<file path="config.mk">
export PLATFORM = sky130hd
export DESIGN_NAME = heading_numbering_prefix_detect
export DESIGN_NICKNAME = d
export VERILOG_FILES = /design/src/rtl/hnpd_pkg.sv /design/src/rtl/hnpd_front.sv /design/src/rtl/hnpd_back.sv /design/src/rtl/heading_numbering_prefix_detect.sv
export SDC_FILE = /design/constraint.sdc
export NUM_CORES = 1
export LEC_CHECK = 0
export ABC_AREA = 1
export BUFFER_PORTS_ARGS = -buffer_cell sky130_fd_sc_hd__buf_2
export CORE_MARGIN = 3
export CORE_UTILIZATION = 56
export CTS_BUF_LIST = sky130_fd_sc_hd__clkbuf_16
export DETAILED_ROUTE_END_ITERATION = 8
export GPL_TIMING_DRIVEN = 1
export PLACE_DENSITY = 0.82
export SETUP_SLACK_MARGIN = 0.2
export SKIP_CTS_REPAIR_TIMING = 1
export SYNTH_ARGS = -nofsm -noshare
export SYNTH_HDL_FRONTEND = slang
export SYNTH_SLANG_ARGS = --single-unit
</file>
<file path="constraint.sdc">
create_clock -name clk -period 3.3 [get_ports clk]
set_clock_uncertainty 0.1 [all_clocks]
set_input_delay 0.33 -clock clk [delete_from_list [all_inputs] [get_ports clk]]
set_output_delay 0.33 -clock clk [all_outputs]
set_load 0.005 [all_outputs]
</file>
<file path="src/rtl/hnpd_pkg.sv">
// ----------------------------------------------------------------------------
// hnpd_pkg
// Shared types, codes and classifiers for the heading numbering prefix detector.
// ----------------------------------------------------------------------------
`default_nettype none
package hnpd_pkg;
  localparam int CP_W     = 21;
  localparam int NB_W     = 3;
  localparam int POS_W    = 10;
  localparam int DEPTH_W  = 6;
  localparam int KIND_W   = 3;
  localparam int DEF_MAX_LINE_BYTES = 1023;
  localparam int POS_CAP  = 1023;

  localparam logic [KIND_W-1:0] KIND_NONE    = 3'd0;
  localparam logic [KIND_W-1:0] KIND_CHAPTER = 3'd1;
  localparam logic [KIND_W-1:0] KIND_SECTION = 3'd2;
  localparam logic [KIND_W-1:0] KIND_PAREN   = 3'd3;
  localparam logic [KIND_W-1:0] KIND_DOTTED  = 3'd4;
  localparam logic [KIND_W-1:0] KIND_ARABIC  = 3'd5;
  localparam logic [KIND_W-1:0] KIND_DUNHAO  = 3'd6;

  localparam logic [CP_W-1:0] CP_DI     = 21'h07B2C;
  localparam logic [CP_W-1:0] CP_ZHANG  = 21'h07AE0;
  localparam logic [CP_W-1:0] CP_BIAN   = 21'h07F16;
  localparam logic [CP_W-1:0] CP_JIE    = 21'h08282;
  localparam logic [CP_W-1:0] CP_PIAN   = 21'h07BC7;
  localparam logic [CP_W-1:0] CP_BU     = 21'h090E8;
  localparam logic [CP_W-1:0] CP_FEN    = 21'h05206;
  localparam logic [CP_W-1:0] CP_LPAREN_W = 21'h0FF08;
  localparam logic [CP_W-1:0] CP_RPAREN_W = 21'h0FF09;
  localparam logic [CP_W-1:0] CP_LPAREN = 21'h00028;
  localparam logic [CP_W-1:0] CP_RPAREN = 21'h00029;
  localparam logic [CP_W-1:0] CP_DUNHAO = 21'h03001;
  localparam logic [CP_W-1:0] CP_CJK_LO = 21'h02E80;
  localparam logic [CP_W-1:0] CP_DOT_W  = 21'h0FF0E;
  localparam logic [CP_W-1:0] CP_DOT    = 21'h0002E;
  localparam logic [CP_W-1:0] CP_IDSP   = 21'h03000;
  localparam logic [CP_W-1:0] CP_LDQ    = 21'h0201C;
  localparam logic [CP_W-1:0] CP_LCB    = 21'h0300C;

  // classification of one codepoint, computed in the front part
  typedef struct packed {
    logic [CP_W-1:0]  cp;
    logic [POS_W-1:0] pos;
    logic             fed;   // codepoint reaches the trackers
    logic             last;
    logic             space;
    logic             digit;
    logic             han;
  } cls_t;

  function automatic logic is_han_num(input logic [CP_W-1:0] c);
    unique case (c)
      21'h03007, 21'h096F6, 21'h04E00, 21'h04E24, 21'h04E8C, 21'h04E09,
      21'h056DB, 21'h04E94, 21'h0516D, 21'h04E03, 21'h0516B, 21'h04E5D,
      21'h05341, 21'h0767E, 21'h05343, 21'h04E07: is_han_num = 1'b1;
      default: is_han_num = 1'b0;
    endcase
  endfunction
endpackage
`default_nettype wire

</file>
<file path="src/rtl/hnpd_front.sv">
// ----------------------------------------------------------------------------
// hnpd_front
// Accepts codepoints, tracks byte position and leading space, classifies.
// ----------------------------------------------------------------------------
`default_nettype none
module hnpd_front import hnpd_pkg::*; #(
  parameter int MAX_LINE_BYTES = DEF_MAX_LINE_BYTES
) (
  input  wire logic            clk,
  input  wire logic            rst,
  input  wire logic            in_valid,
  output logic                 in_ready,
  input  wire logic [CP_W-1:0] cp,
  input  wire logic [NB_W-1:0] nb,
  input  wire logic            last,
  output logic                 q_valid,
  input  wire logic            q_ready,
  output cls_t                 q_data
);
  localparam int LIMIT_I = (MAX_LINE_BYTES < POS_CAP) ? MAX_LINE_BYTES : POS_CAP;
  localparam logic [POS_W:0] LIMIT = (POS_W+1)'(LIMIT_I);

  logic [POS_W-1:0] pos;
  logic             lead;
  logic [POS_W:0]   sum;
  logic [POS_W-1:0] pos_next;
  logic             sp;
  logic             take;

  assign in_ready = !q_valid || q_ready;
  assign take     = in_valid && in_ready;
  assign sum      = {1'b0, pos} + {{(POS_W+1-NB_W){1'b0}}, nb};
  assign pos_next = (sum > LIMIT) ? LIMIT[POS_W-1:0] : sum[POS_W-1:0];
  assign sp       = ((cp >= 21'd1) && (cp <= 21'd32)) || (cp == CP_IDSP);

  always_ff @(posedge clk) begin
    if (rst) begin
      pos     <= '0;
      lead    <= 1'b1;
      q_valid <= 1'b0;
    end else begin
      if (take) begin
        pos     <= last ? '0 : pos_next;
        lead    <= last ? 1'b1 : (lead && sp);
        q_valid <= 1'b1;
      end else if (q_ready) begin
        q_valid <= 1'b0;
      end
    end
  end

  always_ff @(posedge clk) begin
    if (take) begin
      q_data.cp    <= cp;
      q_data.pos   <= pos_next;
      q_data.fed   <= !(lead && sp);
      q_data.last  <= last;
      q_data.space <= sp;
      q_data.digit <= (cp >= 21'h30) && (cp <= 21'h39);
      q_data.han   <= is_han_num(cp);
    end
  end
endmodule
`default_nettype wire

</file>
<file path="src/rtl/hnpd_back.sv">
// ----------------------------------------------------------------------------
// hnpd_back
// Runs the five prefix trackers and resolves one result per line.
// ----------------------------------------------------------------------------
`default_nettype none
module hnpd_back import hnpd_pkg::*; (
  input  wire logic               clk,
  input  wire logic               rst,
  input  wire logic               q_valid,
  output logic                    q_ready,
  input  cls_t                    q_data,
  output logic                    out_valid,
  input  wire logic               out_ready,
  output logic [KIND_W-1:0]       kind,
  output logic [DEPTH_W-1:0]      depth,
  output logic [POS_W-1:0]        plen
);
  localparam logic [2:0] ST_DONE = 3'd7;
  localparam logic [3:0] HAN_MAX = 4'd8;

  typedef struct packed {
    logic [2:0]         s0, s1, s2, s3, s4;
    logic [3:0]         h0, h1, h2;
    logic [1:0]         dr;
    logic [DEPTH_W-1:0] dg;
    logic [4:0]         mv;
    logic [POS_W-1:0]   l0, l1, l2, l3, l4;
    logic [DEPTH_W-1:0] d0, d1, d2;  // depths that vary: chapter, paren, dotted
  } trk_t;

  trk_t st, a, b;
  logic take;
  logic [KIND_W-1:0]  r_kind;
  logic [DEPTH_W-1:0] r_dep;
  logic [POS_W-1:0]   r_len;

  function automatic trk_t feed(input trk_t t, input logic [CP_W-1:0] c,
                                input logic [POS_W-1:0] e, input logic sp,
                                input logic dg, input logic hn);
    trk_t n;
    logic close;
    n = t;
    close = (c == CP_RPAREN_W) || (c == CP_RPAREN);
    // ordinal chapter / section
    unique case (t.s0)
      3'd0: if (c == CP_DI) n.s0 = 3'd1; else begin n.s0 = ST_DONE; n.mv[0] = 1'b0; end
      3'd1: if (hn) begin n.s0 = 3'd2; n.h0 = 4'd1; end
            else if (dg) n.s0 = 3'd3;
            else begin n.s0 = ST_DONE; n.mv[0] = 1'b0; end
      3'd2, 3'd3: begin
        if (t.s0 == 3'd2 && hn && t.h0 < HAN_MAX) n.h0 = t.h0 + 4'd1;
        else if (t.s0 == 3'd3 && dg) n.s0 = t.s0;
        else if (c == CP_ZHANG || c == CP_BIAN) begin
          n.s0 = ST_DONE; n.mv[0] = 1'b1; n.l0 = e; n.d0 = 6'd1;
        end else if (c == CP_JIE || c == CP_PIAN) begin
          n.s0 = ST_DONE; n.mv[0] = 1'b1; n.l0 = e; n.d0 = 6'd2;
        end else if (c == CP_BU) n.s0 = 3'd4;
        else begin n.s0 = ST_DONE; n.mv[0] = 1'b0; end
      end
      3'd4: begin
        n.s0 = ST_DONE; n.mv[0] = (c == CP_FEN);
        if (c == CP_FEN) begin n.l0 = e; n.d0 = 6'd1; end
      end
      default: ;
    endcase
    // bracketed ordinal
    unique case (t.s1)
      3'd0: if (c == CP_LPAREN_W || c == CP_LPAREN) n.s1 = 3'd1;
            else begin n.s1 = ST_DONE; n.mv[1] = 1'b0; end
      3'd1: if (!sp) begin
              if (hn) begin n.s1 = 3'd2; n.h1 = 4'd1; end
              else if (dg) n.s1 = 3'd3;
              else begin n.s1 = ST_DONE; n.mv[1] = 1'b0; end
            end
      3'd2, 3'd3, 3'd4, 3'd5: begin
        if (t.s1 == 3'd2 && hn && t.h1 < HAN_MAX) n.h1 = t.h1 + 4'd1;
        else if (t.s1 == 3'd3 && dg) n.s1 = t.s1;
        else begin
          n.s1 = (t.s1 == 3'd2 || t.s1 == 3'd4) ? 3'd4 : 3'd5;
          if (!sp) begin
            n.s1 = ST_DONE; n.mv[1] = close;
            if (close) begin
              n.l1 = e;
              n.d1 = (t.s1 == 3'd2 || t.s1 == 3'd4) ? 6'd2 : 6'd3;
            end
          end
        end
      end
      default: ;
    endcase
    // dotted decimal
    unique case (t.s2)
      3'd0: if (dg) begin n.s2 = 3'd1; n.dg = 6'd1; end
            else begin n.s2 = ST_DONE; n.mv[2] = 1'b0; end
      3'd1: if (c == CP_DOT) n.s2 = 3'd2;
            else if (!dg) begin n.s2 = ST_DONE; n.mv[2] = 1'b0; end
      3'd2: if (dg) begin
              n.s2 = 3'd3; n.l2 = e;
              if (t.dg < 6'd63) n.dg = t.dg + 6'd1;
            end else begin
              n.s2 = ST_DONE; n.mv[2] = (t.dg > 6'd1);
              if (t.dg > 6'd1) n.d2 = t.dg;
            end
      3'd3: if (dg) n.l2 = e;
            else if (c == CP_DOT) n.s2 = 3'd2;
            else begin n.s2 = ST_DONE; n.mv[2] = 1'b1; n.d2 = t.dg; end
      default: ;
    endcase
    // short Arabic number with a mark
    unique case (t.s3)
      3'd0: if (dg) begin n.s3 = 3'd1; n.dr = 2'd1; end
            else begin n.s3 = ST_DONE; n.mv[3] = 1'b0; end
      3'd1: if (dg) begin
              if (t.dr >= 2'd3) begin n.s3 = ST_DONE; n.mv[3] = 1'b0; end
              else n.dr = t.dr + 2'd1;
            end else if (c == CP_DOT || c == CP_DOT_W || c == CP_DUNHAO) begin
              n.s3 = 3'd2; n.l3 = e;
            end else begin n.s3 = ST_DONE; n.mv[3] = 1'b0; end
      3'd2: begin
        n.s3 = ST_DONE;
        n.mv[3] = sp || (c >= CP_CJK_LO) || (c == CP_LDQ) || (c == CP_LCB);
      end
      default: ;
    endcase
    // Han numerals with ideographic comma
    unique case (t.s4)
      3'd0: if (hn) begin n.s4 = 3'd1; n.h2 = 4'd1; end
            else begin n.s4 = ST_DONE; n.mv[4] = 1'b0; end
      3'd1: if (hn && t.h2 < HAN_MAX) n.h2 = t.h2 + 4'd1;
            else begin
              n.s4 = ST_DONE; n.mv[4] = (t.h2 <= 4'd6) && (c == CP_DUNHAO);
              if (n.mv[4]) n.l4 = e;
            end
      default: ;
    endcase
    return n;
  endfunction

  // only a line end needs the output slot; other codepoints keep flowing
  assign q_ready = !out_valid || out_ready || !q_data.last;
  assign take    = q_valid && q_ready;

  always_comb begin
    a = q_data.fed ? feed(st, q_data.cp, q_data.pos, q_data.space, q_data.digit,
                          q_data.han) : st;
    b = feed(a, '0, q_data.pos, 1'b0, 1'b0, 1'b0);
    priority if (b.mv[0]) begin
      r_kind = (b.d0 == 6'd2) ? KIND_SECTION : KIND_CHAPTER;
      r_dep = b.d0; r_len = b.l0;
    end else if (b.mv[1]) begin
      r_kind = KIND_PAREN; r_dep = b.d1; r_len = b.l1;
    end else if (b.mv[2]) begin
      r_kind = KIND_DOTTED; r_dep = b.d2; r_len = b.l2;
    end else if (b.mv[3]) begin
      r_kind = KIND_ARABIC; r_dep = 6'd3; r_len = b.l3;
    end else if (b.mv[4]) begin
      r_kind = KIND_DUNHAO; r_dep = 6'd1; r_len = b.l4;
    end else begin
      r_kind = KIND_NONE; r_dep = '0; r_len = '0;
    end
  end

  always_ff @(posedge clk) begin
    if (rst) begin
      st        <= '0;
      out_valid <= 1'b0;
    end else begin
      if (take) begin
        st <= q_data.last ? '0 : a;
      end
      if (take && q_data.last) out_valid <= 1'b1;
      else if (out_ready) out_valid <= 1'b0;
    end
  end

  always_ff @(posedge clk) begin
    if (take && q_data.last) begin
      kind  <= r_kind;
      depth <= r_dep;
      plen  <= r_len;
    end
  end
endmodule
`default_nettype wire

</file>
<file path="src/rtl/heading_numbering_prefix_detect.sv">
// ----------------------------------------------------------------------------
// heading_numbering_prefix_detect
// Per-line detection of a heading numbering prefix over a codepoint stream.
// ----------------------------------------------------------------------------
// Input channel s_axis_*: one codepoint per item with its UTF-8 byte count
// and tlast on the last codepoint of a line. Output channel m_axis_*: one
// item per line, carrying kind, depth prior and prefix length in bytes.
// Result path: the front registers the classified codepoint when it takes it,
// and the tracker stage registers the line's result when it takes that last
// codepoint from the front, which waits while the output slot is full.
// Throughput: one codepoint per cycle when neither side stalls; the front and
// the trackers are parted by a one-entry register queue, and a tracker stall backs up into the front.
// The per-codepoint rate is set by the tracker update, a single compare
// stage over five small state machines.
// Reset (rst, synchronous) clears byte position, trackers and both valid
// flags. A stalled receiver holds the result; the trackers keep taking
// codepoints of the next line until a new line end needs the output slot.
// ----------------------------------------------------------------------------
`default_nettype none
module heading_numbering_prefix_detect import hnpd_pkg::*; #(
  parameter int MAX_LINE_BYTES = DEF_MAX_LINE_BYTES
) (
  input  wire logic        clk,
  input  wire logic        rst,
  input  wire logic        s_axis_tvalid,
  output logic             s_axis_tready,
  input  wire logic [23:0] s_axis_tdata,  // codepoint[20:0], cp_bytes[23:21]
  input  wire logic        s_axis_tlast,
  output logic             m_axis_tvalid,
  input  wire logic        m_axis_tready,
  output logic [23:0]      m_axis_tdata   // kind[2:0], depth[8:3], prefix_bytes[18:9]
);
  logic               q_valid;
  logic               q_ready;
  cls_t               q_data;
  logic [KIND_W-1:0]  kind;
  logic [DEPTH_W-1:0] depth;
  logic [POS_W-1:0]   plen;

  // classify codepoints and count bytes
  hnpd_front #(.MAX_LINE_BYTES(MAX_LINE_BYTES)) u_front (
    .clk(clk), .rst(rst),
    .in_valid(s_axis_tvalid), .in_ready(s_axis_tready),
    .cp(s_axis_tdata[20:0]), .nb(s_axis_tdata[23:21]), .last(s_axis_tlast),
    .q_valid(q_valid), .q_ready(q_ready), .q_data(q_data)
  );

  // advance trackers and resolve at line end
  hnpd_back u_back (
    .clk(clk), .rst(rst),
    .q_valid(q_valid), .q_ready(q_ready), .q_data(q_data),
    .out_valid(m_axis_tvalid), .out_ready(m_axis_tready),
    .kind(kind), .depth(depth), .plen(plen)
  );

  assign m_axis_tdata = {5'd0, plen, depth, kind};
endmodule
`default_nettype wire

</file>
# After elaboration in Yosys (flattened, before gate mapping)
# Cells that the tools add are included.
dict set report word_totals {
  n_memories 0
  input_bits 29
  rom_bits 0
  latch_bits 0
  register_bits 176
  ram_bits 0
  word_cells 331
  output_inout_bits 26
}
dict set report op_classes {
  addsub 6
  shifts 0
  div 0
  mul 0
  bitwise 0
  magnitude_cmp 14
  eq_ne 74
  reduce_logical 62
  mux 142
}
# op n
set ops {}
lappend ops {{$eq A21 B15 Y1 const B} 19}
lappend ops {{$mux W10} 22}
lappend ops {{$mux W108} 2}
lappend ops {{$mux W6} 22}
lappend ops {{$eq A21 B16 Y1 const B} 6}
lappend ops {{$eq A21 B14 Y1 const B} 5}
lappend ops {{$mux W3} 26}
lappend ops {{$eq A21 B6 Y1 const B} 3}
lappend ops {{$pmux W6 S2} 4}
lappend ops {{$eq A3 B2 Y1 const B} 14}
lappend ops {{$le A21 B6 Y1 const B} 2}
lappend ops {{$mux W1} 36}
lappend ops {{$mux W11} 3}
lappend ops {{$eq A3 B1 Y1 const B} 10}
lappend ops {{$logic_not A3 Y1} 10}
lappend ops {{$pmux W3 S4} 2}
lappend ops {{$pmux W4 S2} 3}
lappend ops {{$ge A21 B1 Y1 const B} 1}
lappend ops {{$ge A21 B14 Y1 const B} 1}
lappend ops {{$ge A21 B6 Y1 const B} 1}
lappend ops {{$ne A3 B3 Y1 const B} 7}
lappend ops {{$mux W4} 5}
lappend ops {{$pmux W10 S2} 1}
lappend ops {{$eq A3 B3 Y1 const B} 6}
lappend ops {{other kinds (32)} 87}

# Longest topological paths before layout
dict set report logic_depth {
  depth_word 17
  ltp_mapped 19
  ltp_nobuf 19
}

# By module
# A second synthesis with hierarchy kept.
dict set report unflattened {
  hier_cells 1573
  hier_area_um2 10410.0
}
# mod seq_area_each_um2 cells_each area_each_um2 instances
set by_module_without_submodules {}
lappend by_module_without_submodules {hnpd_back 2752.6 1282 7908.8 1}
lappend by_module_without_submodules {hnpd_front 1321.3 285 2459.9 1}
lappend by_module_without_submodules {heading_numbering_prefix_detect 0.0 6 41.3 1}

# Worst setup path before layout
# OpenSTA, ideal clock, no wires.
dict set report synth_path {
  kind {reg-to-reg}
  from {reg u_back.st[73] in the netlist's numbering}
  to {reg u_back.plen[0], data pin}
  required_time_ns 2.948
  setup_ns 0.252
  arrival_time_ns 2.010
  setup_slack_ns 0.938
  stages_incl_launch_ff 18
  n_path_buf 1
  period_less_slack_ns 2.362
  path_cell_list {dfxtp_1 > ha_1 > nand2_1 > nor2_1 > nand2_1 > nand3_1 > nand2_1 > nand2_1 > inv_1 > nor2_1 > nand4_1 > nand2_2 > nand2_1 > buf_2 > a21oi_1 > nand2_1 > nand2_1 > nand2_1}
}
dict set report synth_between {
  elab_chain_len 10
  elab_cells_between_ends 15
  cone_classes {add/sub (1); order compare (3); mux (11)}
}
# element line
set synth_lines {}
lappend synth_lines {{start: declaration} hnpd_back.sv:31} ;# trk_t st, a, b;
lappend synth_lines {{start signal: assignment} hnpd_back.sv:169} ;# st <= q_data.last ? '0 : a;
lappend synth_lines {{$add A6 B1 Y6 / $lt A6 B6 Y1 (equally long branches)} hnpd_back.sv:99} ;# if (t.dg < 6'd63) n.dg = t.dg + 6'd1;
lappend synth_lines {{$mux W6} hnpd_back.sv:99}
lappend synth_lines {{$mux W6} hnpd_back.sv:97} ;# 3'd2: if (dg) begin
lappend synth_lines {{$pmux W6 S2} hnpd_back.sv:92} ;# unique case (t.s2)
lappend synth_lines {{$mux W108 (*)} hnpd_back.sv:144} ;# a = q_data.fed ? feed(st, q_data.cp, q_data.pos, q_data.space, q_data.digit,
lappend synth_lines {{$gt A6 B1 Y1} hnpd_back.sv:101} ;# n.s2 = ST_DONE; n.mv[2] = (t.dg > 6'd1);
lappend synth_lines {{$pmux W1 S3 (*)} hnpd_back.sv:92}
lappend synth_lines {{$mux W10 (*)} hnpd_back.sv:152} ;# end else if (b.mv[2]) begin
lappend synth_lines {{$mux W10 (*)} hnpd_back.sv:150} ;# end else if (b.mv[1]) begin
lappend synth_lines {{$mux W10 (*)} hnpd_back.sv:147} ;# priority if (b.mv[0]) begin
lappend synth_lines {{named net u_back.r_len[0]} hnpd_back.sv:35} ;# logic [POS_W-1:0] r_len;
lappend synth_lines {{end signal: assignment} hnpd_back.sv:180} ;# plen <= r_len;
lappend synth_lines {{end: declaration} hnpd_back.sv:16} ;# output logic [POS_W-1:0] plen
# The timed path passes the listed nets; every way through them passes the cells marked *. The select of a mux whose other input is x is not followed.
# A chain may end at the register's enable or synchronous reset.

# Worst setup path in the final report
dict set report layout_path {
  from {reg u_front.q_data[33] (netlist name)}
  to {reg u_back.depth[1], data pin}
}
dict set report layout_between {
  elab_chain_len 14
  elab_cells_between_ends 108
  cone_classes {order compare (1); eq/ne (30); mux (60); reduce/logical (17)}
}
# element line
set layout_lines {}
lappend layout_lines {{$eq A21 B6 Y1 / $eq A21 B16 Y1 (equally long branches)} {hnpd_back.sv:95, hnpd_back.sv:105, hnpd_back.sv:116}}
lappend layout_lines {{$logic_or A1 B1 Y1 (2 in series)} hnpd_back.sv:116} ;# end else if (c == CP_DOT || c == CP_DOT_W || c == CP_DUNHAO) begin
lappend layout_lines {{$mux W3} hnpd_back.sv:116}
lappend layout_lines {{$mux W3} hnpd_back.sv:113} ;# 3'd1: if (dg) begin
lappend layout_lines {{$pmux W3 S3} hnpd_back.sv:110} ;# unique case (t.s3)
lappend layout_lines {{$mux W108 (*)} hnpd_back.sv:144}
lappend layout_lines {{$eq A3 B2 Y1, or another cell as far along} n/a}
lappend layout_lines {{$reduce_or A3 Y1 (no source line)} n/a}
lappend layout_lines {{$mux W1} n/a}
lappend layout_lines {{$mux W6} hnpd_back.sv:154} ;# end else if (b.mv[3]) begin
lappend layout_lines {{$mux W6} hnpd_back.sv:152}
lappend layout_lines {{$mux W6} hnpd_back.sv:150}
lappend layout_lines {{$mux W6 (*)} hnpd_back.sv:147}
lappend layout_lines {{named net u_back.r_dep[1]} hnpd_back.sv:34} ;# logic [DEPTH_W-1:0] r_dep;
lappend layout_lines {{end signal: assignment} hnpd_back.sv:179} ;# depth <= r_dep;
lappend layout_lines {{end: declaration} hnpd_back.sv:15} ;# output logic [DEPTH_W-1:0] depth,
# Marked as above.

==> run_summary.xml <==
<?xml version="1.0" encoding="UTF-8"?>
<metrics>
  <group name="status">
    <metric name="status" unit="">complete, but fails checks</metric>
    <metric name="violations" unit="">negative hold slack</metric>
  </group>
  <group name="route">
    <metric name="drt_pass1_iterations" unit="">6</metric>
    <metric name="postRouteAntennaNets" unit="">0</metric>
    <metric name="finalWirelength" unit="mm">27.6</metric>
    <metric name="met2RoutedLength" unit="mm">12.4</metric>
    <metric name="post_drt_wl_per_cell" unit="um">14.9</metric>
    <metric name="met3WireLength" unit="mm">2.38</metric>
    <metric name="route.detailed.drc" unit="">0</metric>
    <metric name="via_count" unit="">10500</metric>
    <metric name="wirelength_met1" unit="mm">12.3</metric>
    <metric name="drt_iter0_drc" unit="">1153</metric>
    <metric name="route.top_layer_used" unit="">met4</metric>
    <metric name="vias_per_cell" unit="">5.67</metric>
  </group>
  <group name="logic_synthesis">
    <metric name="yosys_warnings" unit="">0</metric>
    <metric name="number_of_flops_mapped_to_enable_cells_by_yosys" unit="">55</metric>
    <metric name="synth.lib_cells_used.distinct" unit="">52</metric>
    <metric name="postSynth.topFlopCell" unit="">sky130_fd_sc_hd__dfxtp_1</metric>
    <metric name="postSynth.asyncResetShare" unit="">0</metric>
    <metric name="synth_top_family_by_area" unit="">simple AND/OR/NAND/NOR gates</metric>
    <metric name="library_cell_occupying_the_most_area_in_the_post_synthesis_netlist" unit="">sky130_fd_sc_hd__dfxtp_1</metric>
    <metric name="synth.most_common_cell" unit="">sky130_fd_sc_hd__nand2_1</metric>
    <metric name="synth-adder-area-share" unit="">0.0154</metric>
    <metric name="synthSimpleGateAreaFrac" unit="">0.364</metric>
    <metric name="synth.top_cells.by_count" unit="">561 x sky130_fd_sc_hd__nand2_1, 160 x sky130_fd_sc_hd__inv_1, 137 x sky130_fd_sc_hd__nor2_1, 126 x sky130_fd_sc_hd__a21oi_1, 121 x sky130_fd_sc_hd__dfxtp_1</metric>
    <metric name="synth_sequential_area_ratio" unit="">0.397</metric>
    <metric name="synth-xor-area-share" unit="">0.00329</metric>
    <metric name="post_synth.cell_area_avg" unit="um^2">6.54</metric>
    <metric name="synthMuxAreaShare" unit="">0.000975</metric>
    <metric name="post_synthesis_sequential_element_count" unit="">176</metric>
    <metric name="netlist_area" unit="um^2">10300</metric>
    <metric name="syn-instance-count" unit="">1571</metric>
    <metric name="synth_compound_gate_area_share" unit="">0.131</metric>
    <metric name="synthDominantCellAreaShare" unit="">0.236</metric>
    <metric name="synth_area_leaders" unit="">sky130_fd_sc_hd__dfxtp_1 24%, sky130_fd_sc_hd__nand2_1 21%, sky130_fd_sc_hd__edfxtp_1 16%</metric>
  </group>
  <group name="floorplan">
    <metric name="start_util" unit="">0.583</metric>
    <metric name="ioPinCount" unit="">55</metric>
    <metric name="num_rows" unit="">48</metric>
    <metric name="core" unit="um^2">17600</metric>
    <metric name="die_area" unit="um^2">20000</metric>
    <metric name="chipHeight" unit="um">141</metric>
    <metric name="die_width" unit="um">141</metric>
  </group>
  <group name="placed_design">
    <metric name="place_inst" unit="">1813</metric>
    <metric name="dpl_worst_slack" unit="ns">0.221</metric>
    <metric name="detailed_place.area" unit="um^2">10800</metric>
    <metric name="port-buffer-count" unit="">49</metric>
    <metric name="routabilityCongestion" unit="">0.941</metric>
    <metric name="hpwl" unit="mm">19.1</metric>
  </group>
  <group name="setup_path">
    <metric name="critPathRequiredTime" unit="ns">3.39</metric>
    <metric name="timing.critical_path.slowest_cell_delay" unit="ns">0.37</metric>
    <metric name="critical-path-slowest-cell" unit="">sky130_fd_sc_hd__edfxtp_1</metric>
    <metric name="worstSetupEndpointType" unit="">register</metric>
    <metric name="path_max_fanout" unit="">12</metric>
    <metric name="path_delay_family" unit="">simple AND/OR/NAND/NOR gates</metric>
    <metric name="crit_path_start_kind" unit="">register</metric>
    <metric name="cp_cell_sequence" unit="">nor2_1 -&gt; nand2_1 -&gt; nor2_2 -&gt; nand3_1 -&gt; nand3_1 -&gt; nand3_1 -&gt; a21oi_1 -&gt; nand2_1 -&gt; nand2_2 -&gt; nor2_1 -&gt; nor2_1 -&gt; nand2_1 -&gt; nand2_1 -&gt; nand2_1</metric>
    <metric name="criticalPathCategory" unit="">reg -&gt; reg</metric>
    <metric name="timing.critical_path.buf_inv" unit="">0</metric>
    <metric name="crit_start" unit="">u_front.q_data[33]</metric>
    <metric name="critPathArrivalTime" unit="ns">2.97</metric>
    <metric name="path_common_cell" unit="">sky130_fd_sc_hd__nand2_1</metric>
    <metric name="crit-reg2reg-launch" unit="">u_front.q_data[33]</metric>
  </group>
  <group name="clocking">
    <metric name="worstSkewPairLatency" unit="ns">0.44</metric>
    <metric name="tritoncts" unit="">done</metric>
    <metric name="cts_root_buffer" unit="">sky130_fd_sc_hd__clkbuf_16</metric>
    <metric name="cts_buffers" unit="">17</metric>
    <metric name="cts_num_sinks" unit="">176</metric>
    <metric name="clock_path_buffers" unit="">2</metric>
    <metric name="cts_htree_levels" unit="">4</metric>
    <metric name="clk_transition_reported_paths" unit="ns">0.07</metric>
  </group>
  <group name="cells_and_area">
    <metric name="final_cell_area" unit="um^2">11500</metric>
    <metric name="finish.net_count" unit="">1651</metric>
    <metric name="layout.cells.non_filler" unit="">1848</metric>
    <metric name="fraction_of_final_layout_cells_with_drive_strength_greater_than_1" unit="">0.0832</metric>
    <metric name="filler_cell_count" unit="">1557</metric>
    <metric name="number_of_diodes_added_for_antenna_fixing" unit="">0</metric>
    <metric name="area.growth.synth_to_final" unit="%">11.7</metric>
  </group>
  <group name="sta">
    <metric name="finalWorstPathRequiredPeriod" unit="ns">2.88</metric>
    <metric name="layout_setup_ws" unit="ns">0.415</metric>
    <metric name="setup_total_negative_slack" unit="ns">0</metric>
    <metric name="setup_viol" unit="">0</metric>
    <metric name="timing_max_transition_violations_final" unit="">0</metric>
    <metric name="hold_viol_final" unit="">1</metric>
    <metric name="hold-worst-slack" unit="ns">-0.000178</metric>
    <metric name="max_clock_freq" unit="GHz">0.347</metric>
    <metric name="slew_at_the_pin_closest_to_its_max_slew_limit" unit="ns">1.06</metric>
    <metric name="grt_setup_unrepaired" unit="">yes</metric>
    <metric name="max_slew_margin" unit="">0.291</metric>
    <metric name="final.period_utilization" unit="">0.874</metric>
  </group>
  <group name="power">
    <metric name="max-vdd-ir-drop" unit="mV">0.462</metric>
    <metric name="static-leakage-power" unit="nW">4.90</metric>
    <metric name="p_per_area" unit="nW/um^2">438</metric>
  </group>
  <group name="flow_run">
    <metric name="max-cap-violations" unit="">0</metric>
  </group>
  <group name="global_routing">
    <metric name="grt_first_pass_wirelength" unit="mm">45.4</metric>
    <metric name="globalRouteOverflowTotal" unit="">0</metric>
    <metric name="all_layer_global_routing_usage" unit="">0.277</metric>
    <metric name="vias_in_the_first_global_route" unit="">9441</metric>
    <metric name="antenna_found_initial" unit="">0</metric>
    <metric name="pin_count_of_the_biggest_net_entering_global_routing" unit="">93</metric>
  </group>
  <group name="hold_path">
    <metric name="hold_class" unit="">in -&gt; reg</metric>
    <metric name="hold_start" unit="">s_axis_tlast</metric>
  </group>
</metrics>
[cell type report]
class,instances,area [um^2],area share
Inverter,165,622,0.0542
Clock buffer,18,450,0.0393
Clock inverter,14,196,0.0171
Multi-Input combinational cell,1171,5350,0.466
Tap cell,225,282,0.0245
Sequential cell,176,4070,0.355
Timing Repair Buffer,79,503,0.0438
[cells by family after synthesis]
logic type               Yosys count
multiplexers                       1
other                              1
flip-flops                       176
XOR/XNOR                           3
AND/OR/NAND/NOR                  899
AO/OA/AOI/OAI                    251
adder cells (fa/ha/maj)           12
buffers and inverters            228
[path summary, 6_finish.rpt]
check                 endpoint  slack (ns)  depth (start not counted)
max            u_back.depth[1]        0.42                         14
min          u_front.q_data[3]     -0.0002                          1
max reg2reg    u_back.depth[1]        0.42                         14
min reg2reg       u_back.st[9]        0.35                          2
[sequential cells by signal (all words and copies together) (netlist names)]
register,count
u_front.q_valid,1
u_back.depth,6
u_back.kind,3
u_front.lead,1
u_back.plen,10
u_front.pos,10
u_back.st,108
u_front.q_data,36
u_back.out_valid,1
[stage by stage]
stage / power, mW / hold slack [ns] / utilization
2_1_floorplan: 2.67 / 0.325 / -
3_3_place_gp: 2.82 / 0.331 / 0.612
3_5_place_dp: 2.83 / 0.336 / 0.612
4_1_cts: 5.02 / -0.0282 / 0.649
5_1_grt: 5.20 / 0.00383 / 0.652
6_report: 5.02 / -0.000178 / 0.652
[per-layer routing]
metal / global-route usage / up-vias
met5: 0 / -
met4: 0.0904 / 0
met3: 0.0546 / 53
met2: 0.428 / 444
met1: 0.391 / 4779
li1: - / 5195
[power breakdown]
group | internal [mW] | switching, mW | leakage, nW
Clock | 1.32 | 0.896 | 0.323
Combinational | 0.134 | 0.343 | 3.05
Sequential | 2.28 | 0.0457 | 1.52
[placed cells by master, fill, tap and decap left out, types with 6 or more instances in the layout]
| master | n |
|---|---|
| sky130_fd_sc_hd__a21boi_0 | 6 |
| sky130_fd_sc_hd__buf_4 | 25 |
| sky130_fd_sc_hd__and3_1 | 7 |
| sky130_fd_sc_hd__dfxtp_1 | 121 |
| sky130_fd_sc_hd__inv_1 | 161 |
| sky130_fd_sc_hd__buf_2 | 49 |
| sky130_fd_sc_hd__ha_1 | 11 |
| sky130_fd_sc_hd__nand3_1 | 100 |
| sky130_fd_sc_hd__nand3b_1 | 6 |
| sky130_fd_sc_hd__nor3_1 | 27 |
| sky130_fd_sc_hd__edfxtp_1 | 55 |
| sky130_fd_sc_hd__or2_2 | 7 |
| sky130_fd_sc_hd__a21oi_1 | 126 |
| sky130_fd_sc_hd__nor2_1 | 134 |
| sky130_fd_sc_hd__nand2_1 | 557 |
| sky130_fd_sc_hd__nor4_1 | 11 |
| sky130_fd_sc_hd__o21ai_0 | 89 |
| sky130_fd_sc_hd__clkbuf_16 | 18 |
| sky130_fd_sc_hd__nand4_1 | 26 |
Note: power is estimated with default switching activity, not from simulation.
